===== config.mk =====
export PLATFORM = sky130hd
export DESIGN_NAME = utf8_word_tokenizer_core
export DESIGN_NICKNAME = d
export VERILOG_FILES = /design/src/rtl/uwt_pkg.sv /design/src/rtl/uwt_front.sv /design/src/rtl/uwt_queue.sv /design/src/rtl/uwt_back.sv /design/src/rtl/utf8_word_tokenizer_core.sv
export SDC_FILE = /design/constraint.sdc
export NUM_CORES = 1
export LEC_CHECK = 0
export ABC_AREA = 1
export BUFFER_PORTS_ARGS = -buffer_cell sky130_fd_sc_hd__buf_2
export CAP_MARGIN = 20
export CORE_MARGIN = 2
export CORE_UTILIZATION = 40
export CTS_CLUSTER_SIZE = 25
export DETAILED_ROUTE_END_ITERATION = 10
export PLACE_DENSITY = 0.52
export SYNTH_ARGS = -nofsm -noshare
export SYNTH_HDL_FRONTEND = slang
export SYNTH_SLANG_ARGS = --single-unit
export TNS_END_PERCENT = 20

===== constraint.sdc =====
create_clock -name clk_i -period 7.3 [get_ports clk_i]
set_clock_uncertainty 0.2 [all_clocks]
set_input_delay 1.095 -clock clk_i [delete_from_list [all_inputs] [get_ports clk_i]]
set_output_delay 1.095 -clock clk_i [all_outputs]
set_load 0.03 [all_outputs]

===== src/rtl/uwt_pkg.sv =====
`timescale 1ns / 1ps
package uwt_pkg;

  localparam int unsigned MaxResults   = 3;
  localparam int unsigned QueueDepth   = 4;
  localparam int unsigned CodeW        = 21;

  localparam logic KindByte = 1'b0;
  localparam logic KindEnd  = 1'b1;

  localparam logic [7:0] Mask3Hi   = 8'hE0;
  localparam logic [7:0] Lead2     = 8'hC0;
  localparam logic [7:0] Mask4Hi   = 8'hF0;
  localparam logic [7:0] Lead3     = 8'hE0;
  localparam logic [7:0] Mask5Hi   = 8'hF8;
  localparam logic [7:0] Lead4     = 8'hF0;
  localparam logic [7:0] ContMask  = 8'h3F;
  localparam logic [7:0] ContMark  = 8'h80;

  localparam logic [CodeW-1:0] CyrCapLo  = 21'h000410;
  localparam logic [CodeW-1:0] CyrCapHi  = 21'h00042F;
  localparam logic [CodeW-1:0] CyrSmLo   = 21'h000430;
  localparam logic [CodeW-1:0] CyrSmHi   = 21'h00044F;
  localparam logic [CodeW-1:0] CapYo     = 21'h000401;
  localparam logic [CodeW-1:0] SmallYo   = 21'h000451;
  localparam logic [CodeW-1:0] SmallYe   = 21'h000435;
  localparam logic [CodeW-1:0] CapUkrYe  = 21'h000404;
  localparam logic [CodeW-1:0] SmUkrYe   = 21'h000454;
  localparam logic [CodeW-1:0] CapUkrI   = 21'h000406;
  localparam logic [CodeW-1:0] SmUkrI    = 21'h000456;
  localparam logic [CodeW-1:0] CapUkrYi  = 21'h000407;
  localparam logic [CodeW-1:0] SmUkrYi   = 21'h000457;
  localparam logic [CodeW-1:0] CapGhe    = 21'h000490;
  localparam logic [CodeW-1:0] SmGhe     = 21'h000491;
  localparam logic [CodeW-1:0] CaseShift = 21'h000020;

  typedef struct packed {
    logic [7:0] in_byte;
    logic       end_of_text;
  } uwt_in_t;

  typedef struct packed {
    logic       out_kind;
    logic [7:0] out_byte;
    logic       last_of_run;
  } uwt_out_t;

  typedef struct packed {
    logic [1:0]                   cnt;
    uwt_out_t [MaxResults-1:0]    res;
  } uwt_grp_t;

  function automatic logic [CodeW-1:0] fold_case(input logic [CodeW-1:0] cp);
    logic [CodeW-1:0] r;
    r = cp;
    if (cp >= 21'h41 && cp <= 21'h5A) r = cp + CaseShift;
    else if (cp >= CyrCapLo && cp <= CyrCapHi) r = cp + CaseShift;
    else if (cp == CapYo || cp == SmallYo) r = SmallYe;
    else if (cp == CapUkrYe) r = SmUkrYe;
    else if (cp == CapUkrI) r = SmUkrI;
    else if (cp == CapUkrYi) r = SmUkrYi;
    else if (cp == CapGhe) r = SmGhe;
    return r;
  endfunction

  function automatic logic is_word(input logic [CodeW-1:0] cp);
    return (cp >= 21'h61 && cp <= 21'h7A) || (cp >= 21'h30 && cp <= 21'h39) ||
           (cp >= CyrSmLo && cp <= CyrSmHi) || cp == SmUkrYe ||
           cp == SmUkrI || cp == SmUkrYi || cp == SmGhe;
  endfunction

endpackage


===== src/rtl/uwt_front.sv =====
`timescale 1ns / 1ps
module uwt_front (
  input  logic             clk_i,
  input  logic             rst_ni,
  input  logic             in_valid_i,
  output logic             in_stall_o,
  input  uwt_pkg::uwt_in_t in_data_i,
  input  logic             full_i,
  output logic             push_o,
  output uwt_pkg::uwt_grp_t grp_o
);
  import uwt_pkg::*;

  logic             tok_q, tok_d;
  logic [1:0]       pend_q, pend_d;
  logic [CodeW-1:0] acc_q, acc_d;

  logic             accept;
  logic [7:0]       b;
  logic             cont;
  logic             cp_take;
  logic [CodeW-1:0] cp, cp_f, acc_n;
  logic             tok;
  logic [1:0]       n;
  uwt_out_t [MaxResults-1:0] res;

  assign in_stall_o = full_i;
  assign accept     = in_valid_i && !full_i;
  assign b          = in_data_i.in_byte;
  assign cont       = (b & ~ContMask) == ContMark;
  assign acc_n      = {acc_q[CodeW-7:0], b[5:0]};

  always_comb begin
    res     = '0;
    n       = 2'd0;
    tok     = tok_q;
    pend_d  = pend_q;
    acc_d   = acc_q;
    cp_take = 1'b0;
    cp      = '0;
    // broken sequence: close token, byte is retried as a lead
    if (pend_q != 2'd0 && !cont) begin
      if (tok) begin
        res[n].out_kind = KindEnd;
        n = n + 2'd1;
      end
      tok    = 1'b0;
      pend_d = 2'd0;
      acc_d  = '0;
    end
    if (pend_q == 2'd0 || !cont) begin
      if (!b[7]) begin
        cp_take = 1'b1;
        cp      = {13'd0, b};
      end else if ((b & Mask3Hi) == Lead2) begin
        pend_d = 2'd1;
        acc_d  = {16'd0, b[4:0]};
      end else if ((b & Mask4Hi) == Lead3) begin
        pend_d = 2'd2;
        acc_d  = {17'd0, b[3:0]};
      end else if ((b & Mask5Hi) == Lead4) begin
        pend_d = 2'd3;
        acc_d  = {18'd0, b[2:0]};
      end else begin
        if (tok) begin
          res[n].out_kind = KindEnd;
          n = n + 2'd1;
        end
        tok = 1'b0;
      end
    end else begin
      pend_d = pend_q - 2'd1;
      if (pend_q == 2'd1) begin
        cp_take = 1'b1;
        cp      = acc_n;
        acc_d   = '0;
      end else begin
        acc_d = acc_n;
      end
    end
    cp_f = fold_case(cp);
    if (cp_take) begin
      if (is_word(cp_f)) begin
        if (cp_f[CodeW-1:7] == '0) begin
          res[n].out_kind = KindByte;
          res[n].out_byte = cp_f[7:0];
          n = n + 2'd1;
        end else begin
          res[n].out_kind = KindByte;
          res[n].out_byte = Lead2 | {3'd0, cp_f[10:6]};
          n = n + 2'd1;
          res[n].out_kind = KindByte;
          res[n].out_byte = ContMark | {2'd0, cp_f[5:0]};
          n = n + 2'd1;
        end
        tok = 1'b1;
      end else begin
        if (tok) begin
          res[n].out_kind = KindEnd;
          n = n + 2'd1;
        end
        tok = 1'b0;
      end
    end
    if (in_data_i.end_of_text) begin
      if (tok) begin
        res[n].out_kind = KindEnd;
        n = n + 2'd1;
      end
      tok    = 1'b0;
      pend_d = 2'd0;
      acc_d  = '0;
    end
    if (n != 2'd0) begin
      res[n - 2'd1].last_of_run = 1'b1;
    end
    tok_d = tok;
  end

  assign grp_o.cnt = n;
  assign grp_o.res = res;
  assign push_o    = accept && (n != 2'd0);

  always_ff @(posedge clk_i or negedge rst_ni) begin
    if (!rst_ni) begin
      tok_q  <= 1'b0;
      pend_q <= 2'd0;
      acc_q  <= '0;
    end else if (accept) begin
      tok_q  <= tok_d;
      pend_q <= pend_d;
      acc_q  <= acc_d;
    end
  end

`ifndef SYNTHESIS
  a_eot_idle: assert property (@(posedge clk_i) disable iff (!rst_ni)
    accept && in_data_i.end_of_text |=> pend_q == 2'd0 && !tok_q && acc_q == '0)
    else $error("state not cleared after end of text");
  a_tok_rise: assert property (@(posedge clk_i) disable iff (!rst_ni)
    $rose(tok_q) |-> $past(push_o && grp_o.res[0].out_kind == KindByte ||
                           push_o && grp_o.res[1].out_kind == KindByte))
    else $error("token opened without a token byte");
  a_acc_idle: assert property (@(posedge clk_i) disable iff (!rst_ni)
    pend_q == 2'd0 |-> acc_q == '0)
    else $error("stale accumulator with no sequence pending");
`endif
endmodule


===== src/rtl/uwt_queue.sv =====
`timescale 1ns / 1ps
module uwt_queue #(
  parameter int unsigned DEPTH = uwt_pkg::QueueDepth
) (
  input  logic              clk_i,
  input  logic              rst_ni,
  input  logic              push_i,
  input  uwt_pkg::uwt_grp_t push_data_i,
  output logic              full_o,
  input  logic              pop_i,
  output logic              empty_o,
  output uwt_pkg::uwt_grp_t head_o
);
  import uwt_pkg::*;

  localparam int unsigned PtrW = (DEPTH > 1) ? $clog2(DEPTH) : 1;
  localparam int unsigned CntW = $clog2(DEPTH + 1);

  uwt_grp_t        mem_q [DEPTH];
  logic [PtrW-1:0] wr_q, rd_q;
  logic [CntW-1:0] cnt_q;

  assign full_o  = cnt_q == CntW'(DEPTH);
  assign empty_o = cnt_q == '0;
  assign head_o  = mem_q[rd_q];

  always_ff @(posedge clk_i) begin
    if (push_i) begin
      mem_q[wr_q] <= push_data_i;
    end
  end

  always_ff @(posedge clk_i or negedge rst_ni) begin
    if (!rst_ni) begin
      wr_q  <= '0;
      rd_q  <= '0;
      cnt_q <= '0;
    end else begin
      if (push_i) begin
        wr_q <= (wr_q == PtrW'(DEPTH - 1)) ? '0 : wr_q + PtrW'(1);
      end
      if (pop_i) begin
        rd_q <= (rd_q == PtrW'(DEPTH - 1)) ? '0 : rd_q + PtrW'(1);
      end
      if (push_i && !pop_i) begin
        cnt_q <= cnt_q + CntW'(1);
      end else if (pop_i && !push_i) begin
        cnt_q <= cnt_q - CntW'(1);
      end
    end
  end

`ifndef SYNTHESIS
  a_no_overflow: assert property (@(posedge clk_i) disable iff (!rst_ni)
    full_o |-> !push_i)
    else $error("transfer into a full queue");
  a_no_underflow: assert property (@(posedge clk_i) disable iff (!rst_ni)
    empty_o |-> !pop_i)
    else $error("pop from an empty queue");
  a_cnt_range: assert property (@(posedge clk_i) disable iff (!rst_ni)
    cnt_q <= CntW'(DEPTH))
    else $error("queue count out of range");
`endif
endmodule


===== src/rtl/uwt_back.sv =====
`timescale 1ns / 1ps
module uwt_back (
  input  logic              clk_i,
  input  logic              rst_ni,
  input  logic              empty_i,
  input  uwt_pkg::uwt_grp_t head_i,
  output logic              pop_o,
  output logic              out_valid_o,
  input  logic              out_stall_i,
  output uwt_pkg::uwt_out_t out_data_o
);
  import uwt_pkg::*;

  logic [1:0] idx_q, idx_d;
  logic       xfer;
  logic       at_last;

  assign out_valid_o = !empty_i;
  assign out_data_o  = head_i.res[idx_q];
  assign xfer        = out_valid_o && !out_stall_i;
  assign at_last     = idx_q == head_i.cnt - 2'd1;
  assign pop_o       = xfer && at_last;

  always_comb begin
    idx_d = idx_q;
    if (xfer) begin
      idx_d = at_last ? 2'd0 : idx_q + 2'd1;
    end
  end

  always_ff @(posedge clk_i or negedge rst_ni) begin
    if (!rst_ni) begin
      idx_q <= 2'd0;
    end else begin
      idx_q <= idx_d;
    end
  end

`ifndef SYNTHESIS
  a_idx_range: assert property (@(posedge clk_i) disable iff (!rst_ni)
    out_valid_o |-> idx_q < head_i.cnt)
    else $error("result index beyond group");
  a_last_flag: assert property (@(posedge clk_i) disable iff (!rst_ni)
    out_valid_o |-> out_data_o.last_of_run == at_last)
    else $error("last_of_run does not match end of group");
  a_idle_idx: assert property (@(posedge clk_i) disable iff (!rst_ni)
    empty_i |-> idx_q == 2'd0)
    else $error("index left mid-group with queue empty");
`endif
endmodule


===== src/rtl/utf8_word_tokenizer_core.sv =====
`timescale 1ns / 1ps
// utf8 word tokeniser
// input channel: one text byte per transfer (in_byte, end_of_text), valid/stall
// output channel: one result per transfer (out_kind, out_byte, last_of_run)
// a byte gives zero to three results: token bytes and end of token marks
// last_of_run flags the final result of each input byte; bytes with no result
// produce nothing on the output
// results are registered: a byte's result group is written to the queue before it is offered
// throughput: one byte per cycle while the queue has room; the output side
// moves one result per cycle while out_stall_i is low, so bytes with two or
// three results drain at that rate, set by the single output port behind the
// group queue; the decoder holds a queue of DEPTH result groups; in_stall_o
// rises only when that queue is full, so input keeps flowing while the
// receiver stalls for up to DEPTH groups
// reset: no token open, no sequence pending, queue empty
module utf8_word_tokenizer_core #(
  parameter int unsigned DEPTH = uwt_pkg::QueueDepth
) (
  input  logic              clk_i,
  input  logic              rst_ni,
  input  logic              in_valid_i,
  output logic              in_stall_o,
  input  uwt_pkg::uwt_in_t  in_data_i,
  output logic              out_valid_o,
  input  logic              out_stall_i,
  output uwt_pkg::uwt_out_t out_data_o
);
  import uwt_pkg::*;

  logic     full, empty, push, pop;
  uwt_grp_t grp, head;

  uwt_front u_front (
    .clk_i      (clk_i),
    .rst_ni     (rst_ni),
    .in_valid_i (in_valid_i),
    .in_stall_o (in_stall_o),
    .in_data_i  (in_data_i),
    .full_i     (full),
    .push_o     (push),
    .grp_o      (grp)
  );

  uwt_queue #(
    .DEPTH (DEPTH)
  ) u_queue (
    .clk_i       (clk_i),
    .rst_ni      (rst_ni),
    .push_i      (push),
    .push_data_i (grp),
    .full_o      (full),
    .pop_i       (pop),
    .empty_o     (empty),
    .head_o      (head)
  );

  uwt_back u_back (
    .clk_i       (clk_i),
    .rst_ni      (rst_ni),
    .empty_i     (empty),
    .head_i      (head),
    .pop_o       (pop),
    .out_valid_o (out_valid_o),
    .out_stall_i (out_stall_i),
    .out_data_o  (out_data_o)
  );
endmodule

==> results.cfg <==
[outcome]
status = finished, final reports clean

[critical_path]
slowest_stage = ha_1
cp.arrival_ps = 6350
worst_setup_path_start_kind = register
path_common_cell = nand2_1
path_max_fanout = 24
cp-end-kind = register
worst_ep_required_time_ps = 7400
worstSetupPathType = reg2reg
cpPeakStageDelay_ps = 670

[logic_synthesis]
synthArstFlopShare_pct = 17.4
syn_area_um2 = 8370
synth.most_common_cell = nand2_1
netlist_top_cells_area = edfxtp_1 (46%), dfrtp_1 (8.1%), nand2_1 (7.4%)
synth_compound_area_share_pct = 13.8
synthAdderAreaFrac_pct = 3.53
synth_top_family_by_area = simple AND/OR/NAND/NOR gates
syn_nets = 962
synth-main-ff-cell = edfxtp_1
netlist.area_leader.share_pct = 45.9
synth.yosys.seq_area_share_pct = 54.0
synth_xor_area_share_pct = 0.628
synth.area.mux_share_pct = 0
syn-instance-count = 926
syn_avg_cell_area_um2 = 9.04
yosys.area.top_type = edfxtp_1
synth_edf_count = 128
synth-seq-cells = 155
ys_warn_count = 0
synthTopCellsByCount = nand2_1 (165), nor2_1 (154), edfxtp_1 (128)
synth_cell_types = 45
synth-simple-area-share_pct = 21.3

[grt]
grt_max_degree = 68
grt_usage_pct = 20.5
antenna_found_initial = 0
grt_pass1_vias = 6438
grt-ovfl-total = 0
grt_pass1_wl_um = 34800

[sta]
tightest_slew_ps = 983
rsz0062_at_grt = no
hold_viol_final = 0
max_freq_ghz = 0.160
slew_headroom_pct = 34.3
fin_hold_ws_ps = 303
setup_viol = 0
finalCritPeriodShare_pct = 85.6
tns_ps = 0
drv_slew = 0
fin_crit_ps = 6250

[floorplan]
initial_core_util_pct = 41.1
die_area_um2 = 22100
core_um2 = 20400
rows = 52
die_h_um = 149
ios = 25
dieWidth_um = 149

[place]
gp_congestion = 0.916
port_buffers = 24
dp_hpwl_um = 14700

[clock_tree]
post_cts_buffers = 0
cts_buffer_depth = 2
cts.sinks = 155
cts_tree = built
cts-resized-gates = 0
numCtsBuffers = 17
clk_pin_slew_ps = 70
cts_root_buf = clkbuf_16
cts.hold.buffers_added = 0
cts.htree.levels = 4
clk_latency_ps = 420

[routing]
first_pass_iters = 5
drc = 0
drt-wirelength-per-cell_um = 17.9
drt_iter0_drc = 379
drt_wl_total_um = 22100
avgViaCountPerCell = 5.41
antenna_left = 0
dr_total_vias = 6658

[finish]
layout-drive-gt1-share_pct = 11.9
n_fill_cell = 2004
diodes = 0
finish.net_count = 983
syn2layout_area_growth_pct = 12.5

[pwr]
powerDensity_nw_per_um2 = 354
ir_worst_vdd_uv = 174
leakage_nw = 3.87

[run]
cap_violations = 0

[min_path]
hold_class = reg2reg
==> power breakdown <==
group / total, mW / switching, mW / internal [mW]
sequential: 1.16 / 0.0451 / 1.12
combinational: 1.26 / 0.899 / 0.359
clock: 0.910 / 0.365 / 0.545
total: 3.33 / 1.31 / 2.02
==> cells in the final DEF (no fill, tap or decap), types with 17 or more instances in the layout <==
master,count
nand2_1,165
nor2_1,150
edfxtp_1,128
inv_1,95
o21ai_0,87
nand3_1,31
dfrtp_1,26
buf_2,24
o22ai_1,22
ha_1,22
nor3_1,19
clkbuf_16,17
==> registers in the layout (all words and copies together) (netlist names) <==
| register | flops |
|---|---|
| u_queue.cnt_q | 3 |
| u_front.pend_q | 2 |
| u_front.tok_q | 1 |
| u_front.acc_q | 15 |
| u_queue.wr_q | 2 |
| u_back.idx_q | 2 |
| u_queue.mem_q | 128 |
| u_queue.rd_q | 2 |
==> kinds of logic (layout without fill, tap and decap cells) <==
kind of cell,Yosys count,after routing
AND/OR/NAND/NOR,415,415
flip-flops,155,155
XOR/XNOR,6,6
AO/OA/AOI/OAI,186,186
buffers and inverters,141,175
adder cells (fa/ha/maj),23,23
==> path summary, 6_finish.rpt <==
kind,cells after the start,startpoint,slack [ps],end
max,36,u_front.pend_q[1],1050,u_queue.cnt_q[2]
min,1,u_front.pend_q[1],300,u_front.pend_q[1]
min in group asynchronous,1,rst_ni,480,u_front.acc_q[12]
max in group asynchronous,1,rst_ni,5960,u_queue.rd_q[0]
min reg2reg,1,u_front.pend_q[1],300,u_front.pend_q[1]
max reg2reg,36,u_front.pend_q[1],1050,u_queue.cnt_q[2]
==> worst max-delay path, delay by kind of cell (launching register included) <==
family	cells	cell delay, ps
buffers and inverters	4	280
AO/OA/AOI/OAI	3	630
AND/OR/NAND/NOR	23	2810
XOR/XNOR	1	150
flip-flops	1	380
adder cells (fa/ha/maj)	5	1680
==> per-layer routing <==
metal | global-route usage (%) | share of wire (%) | routed length (um)
met3 | 3.19 | 3.6 | 788
met1 | 26.7 | 46 | 10100
met4 | 7.33 | 1.9 | 408
met2 | 34.8 | 49 | 10800
met5 | 0 | 0 | 0
==> through the flow <==
| step | instance area, um^2 | setup WS, ps | instances | power (mW) | utilization, % |
|---|---|---|---|---|---|
| after floorplan | 8370 | 1230 | 926 | 2.06 | - |
| after CTS | 9400 | 1060 | 1229 | 3.36 | 46.2 |
| after global placement | 8790 | 1000 | 1197 | 2.45 | 43.1 |
| after detailed placement | 8790 | 853 | 1197 | 2.45 | 43.1 |
| after global routing | 9410 | 426 | 1230 | 3.53 | 46.2 |
| final | 9410 | 1050 | 1230 | 3.33 | 46.2 |
==> cell type report <==
type | count | area, um^2 | area share (%)
repair buffers | 37 | 221 | 2.35
multi-input cells | 630 | 3320 | 35.3
flip-flops and latches | 155 | 4520 | 48.0
clock buffers | 17 | 425 | 4.52
clock inverters | 15 | 190 | 2.02
inverters | 106 | 398 | 4.23
well taps | 270 | 338 | 3.59
Power figures use the tool's default switching activity.
